File: config.mk
export PLATFORM = sky130hd
export DESIGN_NAME = circle_polygon_vertices_unit
export DESIGN_NICKNAME = d
export VERILOG_FILES = /design/src/hdl/cpv_pkg.sv /design/src/hdl/circle_polygon_vertices_unit.sv
export SDC_FILE = /design/constraint.sdc
export NUM_CORES = 2
export LEC_CHECK = 0
export BUFFER_PORTS_ARGS = -buffer_cell sky130_fd_sc_hd__buf_2
export CAP_MARGIN = 30
export CELL_PAD_IN_SITES_DETAIL_PLACEMENT = 1
export CELL_PAD_IN_SITES_GLOBAL_PLACEMENT = 2
export CORE_UTILIZATION = 35
export DETAILED_ROUTE_END_ITERATION = 8
export GPL_ROUTABILITY_DRIVEN = 0
export PLACE_DENSITY = 0.84
export SYNTH_ARGS = -nofsm -noshare
export SYNTH_HDL_FRONTEND = slang
export SYNTH_SLANG_ARGS = --single-unit
File: constraint.sdc
create_clock -name clk_i -period 27.3 [get_ports clk_i]
set_input_delay 5.46 -clock clk_i [delete_from_list [all_inputs] [get_ports clk_i]]
set_output_delay 5.46 -clock clk_i [all_outputs]
set_load 0.02 [all_outputs]
File: src/hdl/cpv_pkg.sv
// ----------------------------------------------------------------------------
// Circle polygon vertices package
// Shared constants and the CORDIC arctangent table in turn units.
// ----------------------------------------------------------------------------
package cpv_pkg;

  // Width of the CORDIC datapath for x and y, with headroom over Q1.30.
  localparam int unsigned CordicW = 34;
  // Width of the residual angle register.
  localparam int unsigned AngleW = 33;

  localparam logic signed [CordicW-1:0] CordicGainQ30 = 34'sd652032874;
  localparam logic signed [CordicW-1:0] OneQ30 = 34'sd1073741824;
  localparam logic signed [62:0] RoundHalf = 63'sd536870912;

  localparam int unsigned ResultCap = 64;

  // Rounded atan(2^-k) where a full turn is 2^32.
  function automatic logic [29:0] atan_turn(input logic [4:0] k);
    logic [29:0] a;
    unique case (k)
      5'd0:  a = 30'd536870912;
      5'd1:  a = 30'd316933406;
      5'd2:  a = 30'd167458907;
      5'd3:  a = 30'd85004756;
      5'd4:  a = 30'd42667331;
      5'd5:  a = 30'd21354465;
      5'd6:  a = 30'd10680862;
      5'd7:  a = 30'd5340245;
      5'd8:  a = 30'd2670163;
      5'd9:  a = 30'd1335087;
      5'd10: a = 30'd667544;
      5'd11: a = 30'd333772;
      5'd12: a = 30'd166886;
      5'd13: a = 30'd83443;
      5'd14: a = 30'd41722;
      5'd15: a = 30'd20861;
      5'd16: a = 30'd10430;
      5'd17: a = 30'd5215;
      5'd18: a = 30'd2608;
      5'd19: a = 30'd1304;
      5'd20: a = 30'd652;
      5'd21: a = 30'd326;
      5'd22: a = 30'd163;
      5'd23: a = 30'd81;
      5'd24: a = 30'd41;
      5'd25: a = 30'd20;
      5'd26: a = 30'd10;
      5'd27: a = 30'd5;
      5'd28: a = 30'd3;
      5'd29: a = 30'd1;
      5'd30: a = 30'd1;
      default: a = 30'd0;
    endcase
    return a;
  endfunction

endpackage

File: src/hdl/circle_polygon_vertices_unit.sv
// ----------------------------------------------------------------------------
// Circle polygon vertices unit
// Turns one circle request into the vertices of a regular polygon.
// ----------------------------------------------------------------------------
// One request (centre, radius, vertex count n) yields n vertices in order,
// each the centre plus the radius times the cosine and sine of i/n of a turn,
// in saturated signed Q16.16, the final one flagged by last_o. An invalid
// request yields a single transfer with status_o and last_o set. Each vertex
// passes in turn through the bit-serial phase divider, the shared CORDIC
// rotator, the two products through the single multiplier and the loading
// of the output register, which waits until the output is free. A new
// request is taken only once the last vertex has been loaded into the
// output register.
module circle_polygon_vertices_unit
  import cpv_pkg::*;
#(
  parameter int unsigned MAX_SEGMENTS = 64,
  parameter int unsigned CORDIC_STEPS = 16
) (
  input  logic               clk_i,
  input  logic               rst_ni,
  input  logic               in_valid_i,
  output logic               in_ready_o,
  input  logic signed [31:0] center_x_i,
  input  logic signed [31:0] center_y_i,
  input  logic signed [31:0] radius_value_i,
  input  logic        [6:0]  segment_count_i,
  output logic               out_valid_o,
  input  logic               out_ready_i,
  output logic signed [31:0] point_x_o,
  output logic signed [31:0] point_y_o,
  output logic        [5:0]  point_index_o,
  output logic               last_o,
  output logic               status_o
);

  localparam int unsigned Limit = (MAX_SEGMENTS > ResultCap) ? ResultCap : MAX_SEGMENTS;

  typedef enum logic [2:0] {
    ST_IDLE,
    ST_DIV,
    ST_ROT,
    ST_MULX,
    ST_MULY,
    ST_PUT
  } state_e;

  state_e state_q, state_d;

  logic signed [31:0]        cx_q, cx_d, cy_q, cy_d, r_q, r_d;
  logic        [6:0]         n_q, n_d;
  logic        [5:0]         idx_q, idx_d;
  logic        [5:0]         rem_q, rem_d;
  logic        [4:0]         cnt_q, cnt_d;
  logic        [31:0]        quot_q, quot_d;
  logic                      err_q, err_d;
  logic signed [CordicW-1:0] x_q, x_d, y_q, y_d;
  logic signed [AngleW-1:0]  z_q, z_d;
  logic        [1:0]         quad_q, quad_d;
  logic signed [62:0]        prod_q, prod_d;
  logic signed [31:0]        px_q, px_d;

  logic                      out_valid_q, out_valid_d;
  logic signed [31:0]        point_x_q, point_x_d, point_y_q, point_y_d;
  logic        [5:0]         point_index_q, point_index_d;
  logic                      last_q, last_d, status_q, status_d;

  logic        [6:0]         rem2;
  logic                      qbit;
  logic        [6:0]         rem_sub;
  logic        [31:0]        phase;
  logic signed [CordicW-1:0] sh_x, sh_y;
  logic signed [AngleW-1:0]  ang;
  logic signed [CordicW-1:0] cc_w, ss_w;
  logic signed [31:0]        cc, ss, cos_t, sin_t, mul_in;
  logic signed [63:0]        prod;
  logic                      in_bad;
  logic                      is_last;
  logic                      out_free;

  function automatic logic signed [31:0] sat_coord(input logic signed [31:0] c,
                                                   input logic signed [62:0] p);
    logic signed [62:0] rnd;
    logic signed [32:0] term;
    logic signed [33:0] sum;
    logic signed [31:0] res;
    rnd  = p + RoundHalf;
    term = rnd[62:30];
    sum  = {{2{c[31]}}, c} + {term[32], term};
    if (sum > 34'sd2147483647) begin
      res = 32'sh7fffffff;
    end else if (sum < -34'sd2147483648) begin
      res = 32'sh80000000;
    end else begin
      res = sum[31:0];
    end
    return res;
  endfunction

  function automatic logic signed [CordicW-1:0] clamp_q30(input logic signed [CordicW-1:0] v);
    logic signed [CordicW-1:0] res;
    if (v > OneQ30) begin
      res = OneQ30;
    end else if (v < -OneQ30) begin
      res = -OneQ30;
    end else begin
      res = v;
    end
    return res;
  endfunction

  always_comb begin
    rem2    = {rem_q, 1'b0};
    qbit    = (rem2 >= n_q);
    rem_sub = rem2 - n_q;
    phase   = {quot_q[30:0], qbit};

    sh_x = x_q >>> cnt_q;
    sh_y = y_q >>> cnt_q;
    ang  = {3'b000, atan_turn(cnt_q)};

    cc_w = clamp_q30(x_q);
    ss_w = clamp_q30(y_q);
    cc   = cc_w[31:0];
    ss   = ss_w[31:0];
    case (quad_q)
      2'd0: begin
        cos_t = cc;
        sin_t = ss;
      end
      2'd1: begin
        cos_t = -ss;
        sin_t = cc;
      end
      2'd2: begin
        cos_t = -cc;
        sin_t = -ss;
      end
      default: begin
        cos_t = ss;
        sin_t = -cc;
      end
    endcase
    mul_in = (state_q == ST_MULX) ? cos_t : sin_t;
    prod   = r_q * mul_in;

    in_bad   = (radius_value_i <= 32'sd0) || (segment_count_i < 7'd3) ||
               (segment_count_i > 7'(Limit));
    is_last  = (({1'b0, idx_q} + 7'd1) == n_q);
    out_free = !out_valid_q || out_ready_i;

    state_d       = state_q;
    cx_d          = cx_q;
    cy_d          = cy_q;
    r_d           = r_q;
    n_d           = n_q;
    idx_d         = idx_q;
    rem_d         = rem_q;
    cnt_d         = cnt_q;
    quot_d        = quot_q;
    err_d         = err_q;
    x_d           = x_q;
    y_d           = y_q;
    z_d           = z_q;
    quad_d        = quad_q;
    prod_d        = prod_q;
    px_d          = px_q;
    out_valid_d   = out_valid_q && !out_ready_i;
    point_x_d     = point_x_q;
    point_y_d     = point_y_q;
    point_index_d = point_index_q;
    last_d        = last_q;
    status_d      = status_q;

    unique case (state_q)
      ST_IDLE: begin
        if (in_valid_i) begin
          cx_d  = center_x_i;
          cy_d  = center_y_i;
          r_d   = radius_value_i;
          n_d   = segment_count_i;
          idx_d = '0;
          rem_d = '0;
          cnt_d = '0;
          err_d = in_bad;
          state_d = in_bad ? ST_PUT : ST_DIV;
        end
      end
      ST_DIV: begin
        rem_d  = qbit ? rem_sub[5:0] : rem2[5:0];
        quot_d = phase;
        if (cnt_q == 5'd31) begin
          cnt_d   = '0;
          x_d     = CordicGainQ30;
          y_d     = '0;
          z_d     = {3'b000, phase[29:0]};
          quad_d  = phase[31:30];
          state_d = ST_ROT;
        end else begin
          cnt_d = cnt_q + 5'd1;
        end
      end
      ST_ROT: begin
        if (!z_q[AngleW-1]) begin
          x_d = x_q - sh_y;
          y_d = y_q + sh_x;
          z_d = z_q - ang;
        end else begin
          x_d = x_q + sh_y;
          y_d = y_q - sh_x;
          z_d = z_q + ang;
        end
        if (cnt_q == 5'(CORDIC_STEPS - 1)) begin
          cnt_d   = '0;
          state_d = ST_MULX;
        end else begin
          cnt_d = cnt_q + 5'd1;
        end
      end
      ST_MULX: begin
        prod_d  = prod[62:0];
        state_d = ST_MULY;
      end
      ST_MULY: begin
        px_d    = sat_coord(cx_q, prod_q);
        prod_d  = prod[62:0];
        state_d = ST_PUT;
      end
      ST_PUT: begin
        if (out_free) begin
          out_valid_d = 1'b1;
          if (err_q) begin
            point_x_d     = '0;
            point_y_d     = '0;
            point_index_d = '0;
            last_d        = 1'b1;
            status_d      = 1'b1;
            state_d       = ST_IDLE;
          end else begin
            point_x_d     = px_q;
            point_y_d     = sat_coord(cy_q, prod_q);
            point_index_d = idx_q;
            last_d        = is_last;
            status_d      = 1'b0;
            if (is_last) begin
              state_d = ST_IDLE;
            end else begin
              idx_d   = idx_q + 6'd1;
              rem_d   = idx_q + 6'd1;
              cnt_d   = '0;
              state_d = ST_DIV;
            end
          end
        end
      end
      default: state_d = ST_IDLE;
    endcase
  end

  always_ff @(posedge clk_i or negedge rst_ni) begin
    if (!rst_ni) begin
      state_q       <= ST_IDLE;
      out_valid_q   <= 1'b0;
      err_q         <= 1'b0;
      cnt_q         <= '0;
      cx_q          <= '0;
      cy_q          <= '0;
      r_q           <= '0;
      n_q           <= '0;
      idx_q         <= '0;
      rem_q         <= '0;
      quot_q        <= '0;
      x_q           <= '0;
      y_q           <= '0;
      z_q           <= '0;
      quad_q        <= '0;
      prod_q        <= '0;
      px_q          <= '0;
      point_x_q     <= '0;
      point_y_q     <= '0;
      point_index_q <= '0;
      last_q        <= 1'b0;
      status_q      <= 1'b0;
    end else begin
      state_q       <= state_d;
      out_valid_q   <= out_valid_d;
      err_q         <= err_d;
      cnt_q         <= cnt_d;
      cx_q          <= cx_d;
      cy_q          <= cy_d;
      r_q           <= r_d;
      n_q           <= n_d;
      idx_q         <= idx_d;
      rem_q         <= rem_d;
      quot_q        <= quot_d;
      x_q           <= x_d;
      y_q           <= y_d;
      z_q           <= z_d;
      quad_q        <= quad_d;
      prod_q        <= prod_d;
      px_q          <= px_d;
      point_x_q     <= point_x_d;
      point_y_q     <= point_y_d;
      point_index_q <= point_index_d;
      last_q        <= last_d;
      status_q      <= status_d;
    end
  end

  assign in_ready_o    = (state_q == ST_IDLE);
  assign out_valid_o   = out_valid_q;
  assign point_x_o     = point_x_q;
  assign point_y_o     = point_y_q;
  assign point_index_o = point_index_q;
  assign last_o        = last_q;
  assign status_o      = status_q;

  // An accepted request always makes the sequencer busy: in_ready_o falls after acceptance.
  a_busy_after_accept: assert property (@(posedge clk_i) disable iff (!rst_ni)
    in_valid_i && in_ready_o |=> !in_ready_o)
    else $error("request accepted but block ready again at once");

  // While a vertex other than the final one is offered, the request is unfinished.
  a_not_ready_mid_request: assert property (@(posedge clk_i) disable iff (!rst_ni)
    out_valid_o && !last_o |-> !in_ready_o)
    else $error("block ready while a request still has vertices to give");

  // An error transfer is a single, empty, final result.
  a_error_shape: assert property (@(posedge clk_i) disable iff (!rst_ni)
    out_valid_o && status_o |-> last_o && (point_index_o == 6'd0) &&
    (point_x_o == 32'sd0) && (point_y_o == 32'sd0))
    else $error("error transfer with unexpected fields");

endmodule
Word-level counts from Yosys, hierarchy flattened

Memory sizes are Yosys's and may differ from the RTL's.
Cells that the tools add are included.

Add/sub/neg operators: 15
Multiply operators: 1
$lt $le $gt $ge: 12
Equal/unequal tests: 16
Shifts and indexed selects: 2
Mux-type cells: 49
Reductions and logical operators: 21

Operator list:

| operator                 | number |
|---|---|
| $mux W32                 | 11 |
| $pmux W32 S3             | 2 |
| $gt A34 B32 Y1 const B   | 4 |
| $mux W34                 | 4 |
| $pmux W34 S2             | 2 |
| $add A32 B33 Y34         | 2 |
| $add A34 B34 Y34         | 2 |
| $lt A34 B31 Y1 const B   | 2 |
| $lt A34 B32 Y1 const B   | 2 |
| $sshr A34 B5 Y34         | 2 |
| $sub A34 B34 Y34         | 2 |
| $mux W33                 | 2 |
| $pmux W33 S2             | 1 |
| $neg A32 Y32             | 2 |
| $add A63 B31 Y63 const B | 1 |
| $mul A32 B32 Y63         | 1 |
| $mux W6                  | 6 |
| $add A33 B31 Y33         | 1 |
| $sub A33 B31 Y33         | 1 |
| $le A32 B1 Y1 const B    | 1 |
| $mux W5                  | 6 |
| $pmux W5 S4              | 1 |
| $pmux W3 S6              | 1 |
| $pmux W6 S3              | 1 |
| 31 further kinds         | 56 |

Bits in registers: 426
ROM bits: 960
Input bits: 107
Output and inout bits: 74
Word-level logic and storage cells: 139
Memories kept: 1

Memory list:

| name             | depth | bits a word | rd ports | clocked after Yosys merged registers in | write ports | RTL line      | RTL |
|---|---|---|---|---|---|---|---|
| (name not given) | 32    | 30          | 1        | 0                                       | 0           | cpv_pkg.sv:21 | `unique case (k)` |

Longest topological paths before layout

Depth after elaboration: 7
Depth in mapped cells: 45
Depth with buffers taken out: 42

Worst setup path before layout

OpenSTA, ideal clock, no wires.

Kind: reg-to-reg
Start point: register y_q[2]
End point: register prod_q[56]
Library setup time: 0.069 ns
Arrival time: 10.524 ns
Required time: 27.231 ns
Setup slack: 16.707 ns
Stages on the path, launching flop included: 39
Path buffers: 7
Period minus slack after synthesis: 10.593 ns
Path through: dfrtp_1 buf_6 or4_4 or4b_4 o31ai_1 buf_2 buf_2 buf_2 buf_2 o211ai_1 a221oi_1 a21oi_1 a21oi_1 buf_2 nand2_1 fa_1 inv_1 fa_1 (+3 left out) fa_1 fa_1 fa_1 fa_1 fa_1 ha_1 clkbuf_1 nand4_1 o21bai_1 or4_1 nor2_1 nor4b_2 o21ai_1 o21ai_2 a41o_2 a21oi_2 or4b_1 nand3_1

Word-level cells in the longest chain between the ends: 7
Elaborated cells on any way between the ends: 9
Classes of those cells: add/sub: 1; mul: 1; order compare: 2; mux: 5

Ends and longest elaborated chain:

| element                | RTL line                                                                 | RTL |
|---|---|---|
| from (decl)            | circle_polygon_vertices_unit.sv:57                                       | `logic signed [CordicW-1:0] x_q, x_d, y_q, y_d;` |
| from (signal assigned) | circle_polygon_vertices_unit.sv:297                                      | `y_q <= y_d;` |
| $lt A34 B31 Y1         | circle_polygon_vertices_unit.sv:104                                      | `end else if (v < -OneQ30) begin` |
| $mux W32               | circle_polygon_vertices_unit.sv:104                                      |  |
| $mux W32 *             | circle_polygon_vertices_unit.sv:102                                      | `if (v > OneQ30) begin` |
| $neg A32 Y32           | circle_polygon_vertices_unit.sv:132, circle_polygon_vertices_unit.sv:137 |  |
| $pmux W32 S3           | circle_polygon_vertices_unit.sv:126                                      | `case (quad_q)` |
| $mux W32 *             | circle_polygon_vertices_unit.sv:144                                      | `mul_in = (state_q == ST_MULX) ? cos_t : sin_t;` |
| $mul A32 B32 Y63 *     | circle_polygon_vertices_unit.sv:145                                      | `prod = r_q * mul_in;` |
| to (signal assigned)   | circle_polygon_vertices_unit.sv:300                                      | `prod_q <= prod_d;` |
| to (decl)              | circle_polygon_vertices_unit.sv:60                                       | `logic signed [62:0] prod_q, prod_d;` |

Mark *: on every way between the ends. The rest lies on a longest branch, timed or not.
A chain may end at the register's enable or synchronous reset.

Worst setup path in the final report

Start point: register x_q[33]
End point: register prod_q[56]

Word-level cells in the longest chain between the ends: 7
Elaborated cells on any way between the ends: 9
Classes of those cells: add/sub: 1; mul: 1; order compare: 2; mux: 5

Ends and longest elaborated chain:

| element                | RTL line                                                                 | RTL |
|---|---|---|
| from (decl)            | circle_polygon_vertices_unit.sv:57                                       |  |
| from (signal assigned) | circle_polygon_vertices_unit.sv:273                                      | `x_q <= '0;` |
| from (signal assigned) | circle_polygon_vertices_unit.sv:296                                      | `x_q <= x_d;` |
| $lt A34 B31 Y1         | circle_polygon_vertices_unit.sv:104                                      |  |
| $mux W32               | circle_polygon_vertices_unit.sv:104                                      |  |
| $mux W32 *             | circle_polygon_vertices_unit.sv:102                                      |  |
| $neg A32 Y32           | circle_polygon_vertices_unit.sv:136, circle_polygon_vertices_unit.sv:141 |  |
| $pmux W32 S3           | circle_polygon_vertices_unit.sv:126                                      |  |
| $mux W32 *             | circle_polygon_vertices_unit.sv:144                                      |  |
| $mul A32 B32 Y63 *     | circle_polygon_vertices_unit.sv:145                                      |  |

Marks and branches as above.

==> run metrics <==
worst-path maximum fanout=32; setup TNS=0 ns; Yosys cell types=96; first-pass GRT wire length=about 400 mm; number of global-route vias before repair=around 66000; CTS hold repair buffers=0; share of layout cells above drive strength 1=between 8 and 9%; Crit Path Class=flip-flop to flip-flop; WL per Instance=between 20 and 25 µm; status=complete, no violations; Post-Synthesis Cells=slightly above 8000; Period Utilization, post-route=a little under half; Core Box Area=approximately 200000 µm²; Crit path required time=27.93 ns; global route overflow=0; top cells by area, synth=fa_1 (31%), dfrtp_1 (14%), nand2_1 (7.5%); Worst-Margin Slew=about 1.1 ns; max incr delay on CP=around 0.84 ns; asr flop ratio synth=between 90% and 100%; CTS Buffer Depth=3; total of max-cap violations=0; First DRT Iteration DRCs=4195; Achievable Freq=around 77 MHz; Post-DRT Antenna Nets=0; Post-Syn Area=70000 µm²; vias per cell=between 5 and 6; share of the synthesized area in the top cell type=a little under a third; max-slew violations=0; endpoint class of the critical path=flip-flop; Area Overhead vs Synth=7.99%; RSZ-0062 raised after global routing=no; post_cts resized=0; # IOs=between 150 and 200; Yosys reg bits=~400; Fin. Hold Viols=0; Startpoint Class=flip-flop; initial antenna violation count=19; # clock sinks=397; Total GRT Usage=about a quarter; Die W=~450 µm; ys flop type=dfrtp_1; vias=59900; syn_area_per_cell=between 8 and 9 µm²; number of flops mapped to enable cells by yosys=0; post-synthesis sequential area ratio=about 14%; Critical-path top delay cell=dfrtp_1; CTS tree=yes; Synth Net Count=around 9700; area leader, netlist=fa_1; Die Ht=~450 µm; CTS Buf Count=between 50 and 60; Hold/Removal Path Class=flip-flop to flip-flop; Setup Skew=around 0.037 ns; clk slew on worst S/H paths=~0.070 ns; Final setup viols=0; cell mode on critical path=fa_1; post-CTS setup buffer count=0; Synthesis Warnings=0; row cnt=163; largest net degree at the start of global routing=between 90 and 100; critical path data arrival time=13.56 ns; post-layout min period=~13 ns; drt drc=0; Final nets=between 9000 and 10000; clock latency on the worst-skew pair=0.69 ns; DP Wirelength=191 mm; DRT Pass-1 Iters=5; Starting Density=approximately 35%; drt total wl=about 260 mm; PortBufs=180; CTS Root Cell=clkbuf_16; H-tree lvl count=2; DIE AREA=between 200000 and 250000 µm²; slew margin rel.=between 20 and 30%
cell usage in the layout (no fill, tap or decap), drive strengths merged, types with 76 or more instances in the layout:
| cell type | n |
|---|---|
| a21o | 124 |
| a21oi | 397 |
| and2 | 364 |
| buf | 322 |
| clkbuf | 76 |
| dfrtp | 397 |
| fa | 1078 |
| ha | 365 |
| inv | 1091 |
| mux4 | 105 |
| nand2 | 1395 |
| nand2b | 103 |
| nand3 | 130 |
| nor2 | 331 |
| nor2b | 114 |
| nor3 | 90 |
| o21ai | 396 |
| xnor2 | 199 |
| xor2 | 134 |
per-stage QoR:
step                utilization, %  worst slack [ns]  area [µm²]  hold WS, ns  std cells
floorplan                        -             16.71       70000        0.446       8119
global placement              37.2             14.83       73600        0.462      10600
detailed placement            37.2             14.53       73700        0.469      10600
CTS                           38.1             14.54       75500        0.482      10700
global route                  38.2             13.85       75600        0.509      10700
finish                        38.2             14.37       75600        0.475      10700
worst paths after layout:
kind                       cells past startpoint  slack, ns             to     startpoint
setup / recovery                              37      14.37     prod_q[56]        x_q[33]
hold / removal                                 2       0.48  point_x_o[28]  point_x_o[28]
setup reg to reg                              37      14.37     prod_q[56]        x_q[33]
hold reg to reg                                2       0.48  point_x_o[28]  point_x_o[28]
max in group asynchronous                      4      19.88         r_q[5]         rst_ni
min in group asynchronous                      1       4.73     quot_q[13]         rst_ni
Yosys cell counts (all sizes together), types with 114 or more instances:
| cell | instances |
|---|---|
| o21ai | 396 |
| a21oi | 397 |
| nand2 | 1395 |
| inv | 1089 |
| ha | 365 |
| dfrtp | 397 |
| clkbuf | 427 |
| nand3 | 130 |
| and2 | 364 |
| nor2 | 331 |
| a21o | 124 |
| nor2b | 114 |
| xor2 | 134 |
| xnor2 | 199 |
| fa | 1078 |
routing by layer:
layer	global-route usage, %	part of all wire [%]
met1	32.2	40
met2	43.3	49
met3	3.57	5.8
met4	11.4	5.1
met5	0	0.032
area by class of cell:
cell class | count | area (µm²)
flip-flops and latches | 397 | 9970
repair buffers | 323 | 2120
multi-input cells | 6137 | 54400
clock inverters | 19 | 245
fillers | 23300 | 122000
clock buffers | 75 | 1500
well taps | 2640 | 3300
diodes | 4 | 10.0
inverters | 1090 | 4090
critical path, delay by kind of cell, from the launching register on:
kind | cells | cell delay, ns
buf+inv | 4 | 0.79
mux | 1 | 0.46
simple gates | 13 | 3.91
flops | 1 | 0.84
compound gates | 9 | 1.74
fa+ha+maj | 10 | 5.08
state kept, by name (all words and copies together), names as in the netlist, 6 cells and up:
signal and flops:
n_q 7, r_q 32, z_q 33, quot_q 31, point_index_o 6, x_q 34
point_y_o 32, px_q 32, prod_q 34, cx_q 32, y_q 34, cy_q 32
idx_q 6, point_x_o 32, rem_q 6
kinds of logic after synthesis:
family	share of synthesized area (%)
flops	14.2
compound gates	12.6
simple gates	18.4
mux	4.62
fa+ha+maj	37.3
buf+inv	8.59
xor+xnor	4.17
Power is left out: the tool's default activity adds up to more than one toggle a clock period on the data nets, which glitch-free logic cannot reach.
